**src/rtl/mlp_troubled_cell_indicator_assert.svh**
```systemverilog
// Assertion macros for the troubled cell indicator.
`ifndef MLP_TROUBLED_CELL_INDICATOR_ASSERT_SVH
`define MLP_TROUBLED_CELL_INDICATOR_ASSERT_SVH
`ifndef SYNTHESIS
`define MTCI_ASSERT_IMPL(label, ante, cons) \
	label: assert property (@(posedge clk) disable iff (!arst_n) (ante) |-> (cons)) \
		else $error("mtci assertion failed");
`define MTCI_ASSERT_NEXT(label, ante, cons) \
	label: assert property (@(posedge clk) disable iff (!arst_n) (ante) |=> (cons)) \
		else $error("mtci assertion failed");
`else
`define MTCI_ASSERT_IMPL(label, ante, cons)
`define MTCI_ASSERT_NEXT(label, ante, cons)
`endif
`endif

```
**src/rtl/mtci_pkg.sv**
```systemverilog
// Shared types and constants for the troubled cell indicator.
`timescale 1ns / 1ps
`default_nettype none
package mtci_pkg;
	localparam int ID_W        = 20;
	localparam int VAL_W       = 32;
	localparam int VOL_W       = 31;
	localparam int MUL_W       = 11;
	localparam int PROD_W      = VAL_W + MUL_W;
	localparam int THRESH_SHIFT = 20;
	localparam int SCALED_W    = PROD_W - THRESH_SHIFT;
	localparam logic [MUL_W-1:0] THRESH_MUL = 11'd1049;

	localparam int MID_DEPTH = 4;
	localparam int MID_PTR_W = 2;
	localparam int MID_CNT_W = 3;
	localparam int OUT_DEPTH = 2;
	localparam int OUT_PTR_W = 1;
	localparam int OUT_CNT_W = 2;

	typedef enum logic [1:0] {
		CLASS_NORMAL  = 2'd0,
		CLASS_SMOOTH  = 2'd1,
		CLASS_TROUBLE = 2'd2
	} mtci_class_t;

	typedef struct packed {
		logic [ID_W-1:0] cell_id;
		logic            last_vertex;
		logic            hit;
		logic            smooth;
	} mtci_vtx_t;

	typedef struct packed {
		logic [ID_W-1:0] cell_id;
		mtci_class_t     cell_class;
	} mtci_res_t;
endpackage
`default_nettype wire

```
**src/rtl/mlp_troubled_cell_indicator.sv**
```systemverilog
// Top level of the troubled cell indicator.
//
// channel  | handshake              | payload
// ---------+------------------------+-----------------------------------------------
// vertex   | push / full            | cell_id, values, bounds, volume, last_vertex
// result   | pop / empty            | cell_tag, cell_class
//
// One vertex per cycle sustained while full is low; a vertex passes the front
// stage registers s1 and s2 before it enters the mid queue. A last vertex shows
// its result right after the edge that takes it from the mid queue.
// Reset clears the flags, the pipeline valids and both queues; no clearing pass.
// full rises only when the four-entry mid queue is full and both front stages are held.
`timescale 1ns / 1ps
`default_nettype none
`include "mlp_troubled_cell_indicator_assert.svh"
module mlp_troubled_cell_indicator (
	input  logic                          clk,
	input  logic                          arst_n,
	input  logic                          push,
	output logic                          full,
	input  logic [mtci_pkg::ID_W-1:0]     cell_id,
	input  logic signed [mtci_pkg::VAL_W-1:0] vertex_value,
	input  logic signed [mtci_pkg::VAL_W-1:0] projected_value,
	input  logic signed [mtci_pkg::VAL_W-1:0] mean_value,
	input  logic signed [mtci_pkg::VAL_W-1:0] bound_low,
	input  logic signed [mtci_pkg::VAL_W-1:0] bound_high,
	input  logic [mtci_pkg::VOL_W-1:0]    cell_volume,
	input  logic                          last_vertex,
	output logic                          empty,
	input  logic                          pop,
	output logic [mtci_pkg::ID_W-1:0]     cell_tag,
	output logic [1:0]                    cell_class
);
	import mtci_pkg::*;

	logic      front_valid;
	mtci_vtx_t front_vtx;
	logic      mid_full;
	logic      mid_empty;
	logic      mid_pop;
	mtci_vtx_t mid_vtx;
	logic      mid_push;

	assign mid_push = front_valid && !mid_full;

	mtci_front u_front (
		.clk             (clk),
		.arst_n          (arst_n),
		.push            (push),
		.full            (full),
		.cell_id         (cell_id),
		.vertex_value    (vertex_value),
		.projected_value (projected_value),
		.mean_value      (mean_value),
		.bound_low       (bound_low),
		.bound_high      (bound_high),
		.cell_volume     (cell_volume),
		.last_vertex     (last_vertex),
		.vtx_valid       (front_valid),
		.vtx             (front_vtx),
		.vtx_full        (mid_full)
	);

	mtci_fifo u_mid (
		.clk    (clk),
		.arst_n (arst_n),
		.push   (mid_push),
		.din    (front_vtx),
		.full   (mid_full),
		.pop    (mid_pop),
		.dout   (mid_vtx),
		.empty  (mid_empty)
	);

	mtci_back u_back (
		.clk        (clk),
		.arst_n     (arst_n),
		.vtx_empty  (mid_empty),
		.vtx        (mid_vtx),
		.vtx_pop    (mid_pop),
		.empty      (empty),
		.pop        (pop),
		.cell_tag   (cell_tag),
		.cell_class (cell_class)
	);

	`MTCI_ASSERT_IMPL(a_mid_pop_nonempty, mid_pop, !mid_empty)
	`MTCI_ASSERT_NEXT(a_last_gives_result, mid_pop && mid_vtx.last_vertex, !empty)
	`MTCI_ASSERT_NEXT(a_full_holds_front, full && !mid_pop, mid_full || !full)
endmodule
`default_nettype wire

```
**src/rtl/mtci_front.sv**
```systemverilog
// Front end: classifies each vertex in two pipeline stages.
`timescale 1ns / 1ps
`default_nettype none
module mtci_front (
	input  logic                          clk,
	input  logic                          arst_n,
	input  logic                          push,
	output logic                          full,
	input  logic [mtci_pkg::ID_W-1:0]     cell_id,
	input  logic signed [mtci_pkg::VAL_W-1:0] vertex_value,
	input  logic signed [mtci_pkg::VAL_W-1:0] projected_value,
	input  logic signed [mtci_pkg::VAL_W-1:0] mean_value,
	input  logic signed [mtci_pkg::VAL_W-1:0] bound_low,
	input  logic signed [mtci_pkg::VAL_W-1:0] bound_high,
	input  logic [mtci_pkg::VOL_W-1:0]    cell_volume,
	input  logic                          last_vertex,
	output logic                          vtx_valid,
	output mtci_pkg::mtci_vtx_t           vtx,
	input  logic                          vtx_full
);
	import mtci_pkg::*;

	logic                    valid_s1;
	logic [ID_W-1:0]         id_s1;
	logic                    last_s1;
	logic                    oob_s1;
	logic                    smooth_s1;
	logic [VAL_W:0]          abs_diff_s1;
	logic [SCALED_W-1:0]     scaled_s1;
	logic [VOL_W-1:0]        vol_s1;
	logic                    valid_s2;
	mtci_vtx_t               vtx_s2;

	logic                    take_s1;
	logic                    take_s2;
	logic [VAL_W-1:0]        abs_mean;
	logic signed [VAL_W:0]   diff;
	logic [VAL_W:0]          abs_diff;
	logic [PROD_W-1:0]       prod;
	logic                    oob;
	logic                    smooth;
	logic [VOL_W-1:0]        thresh;
	logic                    near_const;

	assign take_s2 = !valid_s2 || !vtx_full;
	assign take_s1 = !valid_s1 || take_s2;
	assign full    = !take_s1;

	always_comb begin
		abs_mean = mean_value[VAL_W-1] ? VAL_W'(-mean_value) : VAL_W'(mean_value);
		diff     = {vertex_value[VAL_W-1], vertex_value} - {mean_value[VAL_W-1], mean_value};
		abs_diff = diff[VAL_W] ? (VAL_W+1)'(-diff) : (VAL_W+1)'(diff);
		prod     = {{MUL_W{1'b0}}, abs_mean} * {{VAL_W{1'b0}}, THRESH_MUL};
		oob      = (projected_value < bound_low) || (projected_value > bound_high);
		smooth   = ((projected_value > mean_value) && (vertex_value < projected_value) &&
			(vertex_value > bound_low)) ||
			((projected_value < mean_value) && (vertex_value > projected_value) &&
			(vertex_value < bound_high));
	end

	always_comb begin
		thresh     = (VOL_W'(scaled_s1) > vol_s1) ? VOL_W'(scaled_s1) : vol_s1;
		near_const = abs_diff_s1 <= (VAL_W+1)'(thresh);
	end

	always_ff @(posedge clk or negedge arst_n) begin
		if (!arst_n) begin
			valid_s1 <= 1'b0;
			valid_s2 <= 1'b0;
		end else begin
			if (take_s1) valid_s1 <= push;
			if (take_s2) valid_s2 <= valid_s1;
		end
	end

	always_ff @(posedge clk) begin
		if (take_s1 && push) begin
			id_s1       <= cell_id;
			last_s1     <= last_vertex;
			oob_s1      <= oob;
			smooth_s1   <= smooth;
			abs_diff_s1 <= abs_diff;
			scaled_s1   <= prod[PROD_W-1:THRESH_SHIFT];
			vol_s1      <= cell_volume;
		end
		if (take_s2 && valid_s1) begin
			vtx_s2.cell_id     <= id_s1;
			vtx_s2.last_vertex <= last_s1;
			vtx_s2.hit         <= oob_s1 && !near_const;
			vtx_s2.smooth      <= smooth_s1;
		end
	end

	assign vtx_valid = valid_s2;
	assign vtx       = vtx_s2;
endmodule
`default_nettype wire

```
**src/rtl/mtci_fifo.sv**
```systemverilog
// Short queue of classified vertices between front and back.
`timescale 1ns / 1ps
`default_nettype none
module mtci_fifo (
	input  logic                clk,
	input  logic                arst_n,
	input  logic                push,
	input  mtci_pkg::mtci_vtx_t din,
	output logic                full,
	input  logic                pop,
	output mtci_pkg::mtci_vtx_t dout,
	output logic                empty
);
	import mtci_pkg::*;

	mtci_vtx_t              mem_q [MID_DEPTH];
	logic [MID_PTR_W-1:0]   wr_ptr_q;
	logic [MID_PTR_W-1:0]   rd_ptr_q;
	logic [MID_CNT_W-1:0]   cnt_q;
	logic                   do_push;
	logic                   do_pop;

	assign full    = cnt_q == MID_CNT_W'(MID_DEPTH);
	assign empty   = cnt_q == '0;
	assign do_push = push && !full;
	assign do_pop  = pop && !empty;
	assign dout    = mem_q[rd_ptr_q];

	always_ff @(posedge clk or negedge arst_n) begin
		if (!arst_n) begin
			wr_ptr_q <= '0;
			rd_ptr_q <= '0;
			cnt_q    <= '0;
		end else begin
			if (do_push) wr_ptr_q <= wr_ptr_q + 1'b1;
			if (do_pop)  rd_ptr_q <= rd_ptr_q + 1'b1;
			if (do_push && !do_pop)      cnt_q <= cnt_q + 1'b1;
			else if (do_pop && !do_push) cnt_q <= cnt_q - 1'b1;
		end
	end

	always_ff @(posedge clk) begin
		if (do_push) mem_q[wr_ptr_q] <= din;
	end
endmodule
`default_nettype wire

```
**src/rtl/mtci_back.sv**
```systemverilog
// Back end: accumulates cell flags and queues the cell class results.
`timescale 1ns / 1ps
`default_nettype none
module mtci_back (
	input  logic                      clk,
	input  logic                      arst_n,
	input  logic                      vtx_empty,
	input  mtci_pkg::mtci_vtx_t       vtx,
	output logic                      vtx_pop,
	output logic                      empty,
	input  logic                      pop,
	output logic [mtci_pkg::ID_W-1:0] cell_tag,
	output logic [1:0]                cell_class
);
	import mtci_pkg::*;

	logic                 smooth_seen_q;
	logic                 trouble_seen_q;
	mtci_res_t            res_q [OUT_DEPTH];
	logic [OUT_PTR_W-1:0] wr_ptr_q;
	logic [OUT_PTR_W-1:0] rd_ptr_q;
	logic [OUT_CNT_W-1:0] cnt_q;

	logic                 res_full;
	logic                 res_push;
	logic                 res_pop;
	logic                 smooth_next;
	logic                 trouble_next;
	mtci_res_t            res;

	assign res_full = cnt_q == OUT_CNT_W'(OUT_DEPTH);
	assign empty    = cnt_q == '0;
	assign res_pop  = pop && !empty;
	assign vtx_pop  = !vtx_empty && (!vtx.last_vertex || !res_full);
	assign res_push = vtx_pop && vtx.last_vertex;

	always_comb begin
		smooth_next  = smooth_seen_q || (vtx.hit && vtx.smooth);
		trouble_next = trouble_seen_q || (vtx.hit && !vtx.smooth);
		res.cell_id  = vtx.cell_id;
		priority if (trouble_next) res.cell_class = CLASS_TROUBLE;
		else if (smooth_next)      res.cell_class = CLASS_SMOOTH;
		else                       res.cell_class = CLASS_NORMAL;
	end

	always_ff @(posedge clk or negedge arst_n) begin
		if (!arst_n) begin
			smooth_seen_q  <= 1'b0;
			trouble_seen_q <= 1'b0;
			wr_ptr_q       <= '0;
			rd_ptr_q       <= '0;
			cnt_q          <= '0;
		end else begin
			if (vtx_pop) begin
				smooth_seen_q  <= smooth_next && !vtx.last_vertex;
				trouble_seen_q <= trouble_next && !vtx.last_vertex;
			end
			if (res_push) wr_ptr_q <= wr_ptr_q + 1'b1;
			if (res_pop)  rd_ptr_q <= rd_ptr_q + 1'b1;
			if (res_push && !res_pop)      cnt_q <= cnt_q + 1'b1;
			else if (res_pop && !res_push) cnt_q <= cnt_q - 1'b1;
		end
	end

	always_ff @(posedge clk) begin
		if (res_push) res_q[wr_ptr_q] <= res;
	end

	assign cell_tag   = res_q[rd_ptr_q].cell_id;
	assign cell_class = res_q[rd_ptr_q].cell_class;
endmodule
`default_nettype wire

```
**config.mk**
```make
export PLATFORM = sky130hd
export DESIGN_NAME = mlp_troubled_cell_indicator
export DESIGN_NICKNAME = d
export VERILOG_FILES = /design/src/rtl/mtci_pkg.sv /design/src/rtl/mlp_troubled_cell_indicator.sv /design/src/rtl/mtci_front.sv /design/src/rtl/mtci_fifo.sv /design/src/rtl/mtci_back.sv
export VERILOG_INCLUDE_DIRS = /design/src /design/src/rtl
export SDC_FILE = /design/constraint.sdc
export NUM_CORES = 1
export LEC_CHECK = 0
export ABC_AREA = 0
export BUFFER_PORTS_ARGS = -buffer_cell sky130_fd_sc_hd__buf_4
export CAP_MARGIN = 20
export CORE_UTILIZATION = 59
export DETAILED_ROUTE_END_ITERATION = 8
export PLACE_DENSITY = 0.85
export REMOVE_ABC_BUFFERS = 1
export SKIP_LAST_GASP = 1
export SYNTH_ARGS = -nofsm -noshare
export SYNTH_HDL_FRONTEND = slang
export SYNTH_SLANG_ARGS = --single-unit
```
**constraint.sdc**
```tcl
create_clock -name clk -period 8 [get_ports clk]
set_input_delay 0.4 -clock clk [delete_from_list [all_inputs] [get_ports clk]]
set_output_delay 0.4 -clock clk [all_outputs]
set_load 0.01 [all_outputs]
```
==> results.cfg <==
[logic_synthesis]
ys_ff_latch = 284
synth_ff_type = edfxtp_1
synth-seq-area-share = 0.364
postSynthCellCount = 2151
synth_top_area_cell = edfxtp_1
syn-cell-area_sq_mm = 0.0233
synth_edf_count = 269
yosys.area.top_type_share = 0.347
yosysUniqueCellTypes = 68
async_flop_share = 0.0528
avgSynthCellArea_sq_um = 10.8
synth.top_cells.by_area = edfxtp_1 35%, ha_1 22%, inv_1 5.0%
yosysWarnings = 0

[power_and_ir_drop]
power_density_mw_per_mm2 = 282
p_sw_frac = 0.380
cell_internal_pwr_mw = 4.65
clkPwrFrac = 0.174
vdd_drop_max_mv = 0.215
comb_power_share = 0.495
p_leak_nw = 12.6
pwr-share-seq = 0.331
p_switching_mw = 2.85

[sta]
rsz0062_at_grt = no
fin_ws_ns = 1.07
hold_viol = 0
finalClockSkew_ns = 0.0155
min_period_ns = 6.93
worst_slew_pin_slew_ns = 1.05
fmax_mhz = 144
setup_viol = 0
holdWs_ns = 0.0199
fin_setup_tns_ns = 0
relSlewSlack = 0.293
maxSlewViolCount = 0
min_period_over_period = 0.867

[finish]
final_cell_mix = 414 x ha_1, 312 x inv_1, 269 x edfxtp_1
fillCellCount = 2835
syn2layout_area_growth_pct = 14.4
antennaDiodeCount = 0
final_core_util = 0.687
drive_gt1_frac = 0.148
nets = 3083
layout_commonest_cell = ha_1

[critical_path]
r2r_slack_ns = 2.81
crit_path_end = u_front.scaled_s1[21]
worstPathMaxFanout = 6
slowest_delay_ns = 0.54
cp-start-kind = input pin
required_ns = 8.29
path_class = input pin to register
crit_top_cell = ha_1
r2r_end = u_front.vtx[1]
critPathArrivalTime_ns = 7.23
r2r-start = u_front.vol_s1[1]
r2r_cells = 24
crit_path_end_kind = register
critPathLaunch = mean_value[3]
cpMaxStageDelayCell = fa_1

[detailed_routing]
drt_wl_total_um = 60800
vias = 17400
routed_via_density = 5.93
drt-initial-drc-count = 1038
firstDrtPassIters = 5
drcViolationCount = 0
wl_per_cell_um = 20.7
antenna_left = 0

[cts]
post-cts-setup-buffers = 0
tritoncts = done
htree_levels = 1
clock-root-buffer = clkbuf_16
cts_buffers = 25
cts-hold-fix-buffers = 1
cts_resized = 0
clkSlewWorstSetupHoldPaths_ns = 0.07
clock_latency_ns = 0.55
clockBufferDepth = 3
clock-sinks = 284

[placement]
gp_congestion = 0.946
dp_hpwl_um = 48800
post-place-ws_ns = 0.584
io_buffer_count = 239

[grt]
grt_max_degree = 82
antenna_found_initial = 2
track_usage = 0.296
grt_overflow = 0
grt_pass1_vias = 18300
grt_pass1_wl_um = 93900

[die]
initial_core_util = 0.600
fp.dieW_um = 201
core_sq_mm = 0.0387
num_rows = 72
die_y_um = 201
ioPinCount = 240
dieArea_sq_mm = 0.0402

[status]
run_status = finished clean

[job]
max_cap_viol_count = 0

[hold_path]
hold_class = input pin to register
==> worst min path at each step <==
stage	start	endpoint	slack (ns)	cells after the start
5_1_grt	cell_volume[29]	u_front.vol_s1[29]	0.01	1
2_1_floorplan	arst_n	u_back.cnt_q[0]	0.10	0
4_1_cts	cell_volume[28]	u_front.vol_s1[28]	0.01	1
3_5_place_dp	arst_n	u_back.rd_ptr_q	0.27	1
3_3_place_gp	arst_n	u_back.rd_ptr_q	0.26	1
6_report	cell_id[3]	u_front.id_s1[3]	0.02	1
==> Yosys cell counts, drive strengths merged (25+ instances only) <==
cell,count
a21o,108
a21oi,108
clkbuf,25
edfxtp,269
fa,53
ha,414
inv,312
nand2,82
nand4,61
nor2,90
nor2b,33
nor3,26
o21ai,82
xnor2,109
xor2,38
==> layer usage <==
metal	vias up	part of all wire	wire length (um)	GRT usage
met5	-	0.00048	29	0
met1	8343	0.39	23900	0.343
met3	140	0.059	3580	0.0401
met2	638	0.50	30400	0.545
li1	8294	-	-	-
met4	4	0.047	2830	0.130
==> power by group through the flow <==
stage | clock network [mW] | logic, mW | registers, mW
after floorplan | 0 | 2.56 | 2.45
after global placement | 0 | 3.41 | 2.44
after detailed placement | 0 | 3.62 | 2.49
after CTS | 1.31 | 3.67 | 2.47
after global routing | 1.37 | 4.13 | 2.51
final | 1.31 | 3.71 | 2.48
==> final cells by class <==
| class | count | area [sq um] | share of cell area |
|---|---|---|---|
| Clock buffer | 27 | 633 | 0.0238 |
| Sequential cell | 284 | 8450 | 0.318 |
| Clock inverter | 18 | 258 | 0.00969 |
| Multi-Input combinational cell | 1525 | 13500 | 0.509 |
| Inverter | 312 | 1170 | 0.0440 |
| Tap cell | 518 | 648 | 0.0244 |
| Timing Repair Buffer | 252 | 1900 | 0.0715 |
==> logic make-up after synthesis <==
| family | after synthesis | share of synthesized area |
|---|---|---|
| adder cells (fa/ha/maj) | 467 | 0.268 |
| AO/OA/AOI/OAI | 428 | 0.120 |
| AND/OR/NAND/NOR | 414 | 0.0937 |
| buffers and inverters | 342 | 0.0552 |
| flip-flops | 284 | 0.364 |
| XOR/XNOR | 147 | 0.0554 |
| multiplexers | 69 | 0.0434 |
==> registers in the layout, indices dropped and copies added (netlist names) <==
name,flops
u_front.valid_s1,1
u_front.vol_s1,31
u_front.vtx_valid,1
u_back.trouble_seen_q,1
u_mid.rd_ptr_q,2
u_front.abs_diff_s1,33
u_front.smooth_s1,1
u_back.wr_ptr_q,1
u_front.scaled_s1,23
u_back.cnt_q,2
u_mid.wr_ptr_q,2
u_back.smooth_seen_q,1
u_back.rd_ptr_q,1
u_front.last_s1,1
u_mid.mem_q,92
u_mid.cnt_q,3
u_back.res_q,44
u_front.oob_s1,1
u_front.id_s1,20
u_front.vtx,23
==> worst max-delay path: cells and delay by family <==
kind / cells / cell delay (ns)
adder cells (fa/ha/maj): 6 / 2.32
AND/OR/NAND/NOR: 8 / 1.93
AO/OA/AOI/OAI: 6 / 1.83
XOR/XNOR: 2 / 0.38
buffers and inverters: 4 / 0.37
==> stage by stage <==
stage / instances / power (mW) / instance area, sq um
floorplan: 2121 / 5.01 / 23100
global placement: 2889 / 5.86 / 25700
detailed placement: 2889 / 6.11 / 25700
CTS: 2935 / 7.46 / 26600
global route: 2936 / 8.01 / 26600
finish: 2936 / 7.51 / 26600
Power figures use the tool's default switching activity.
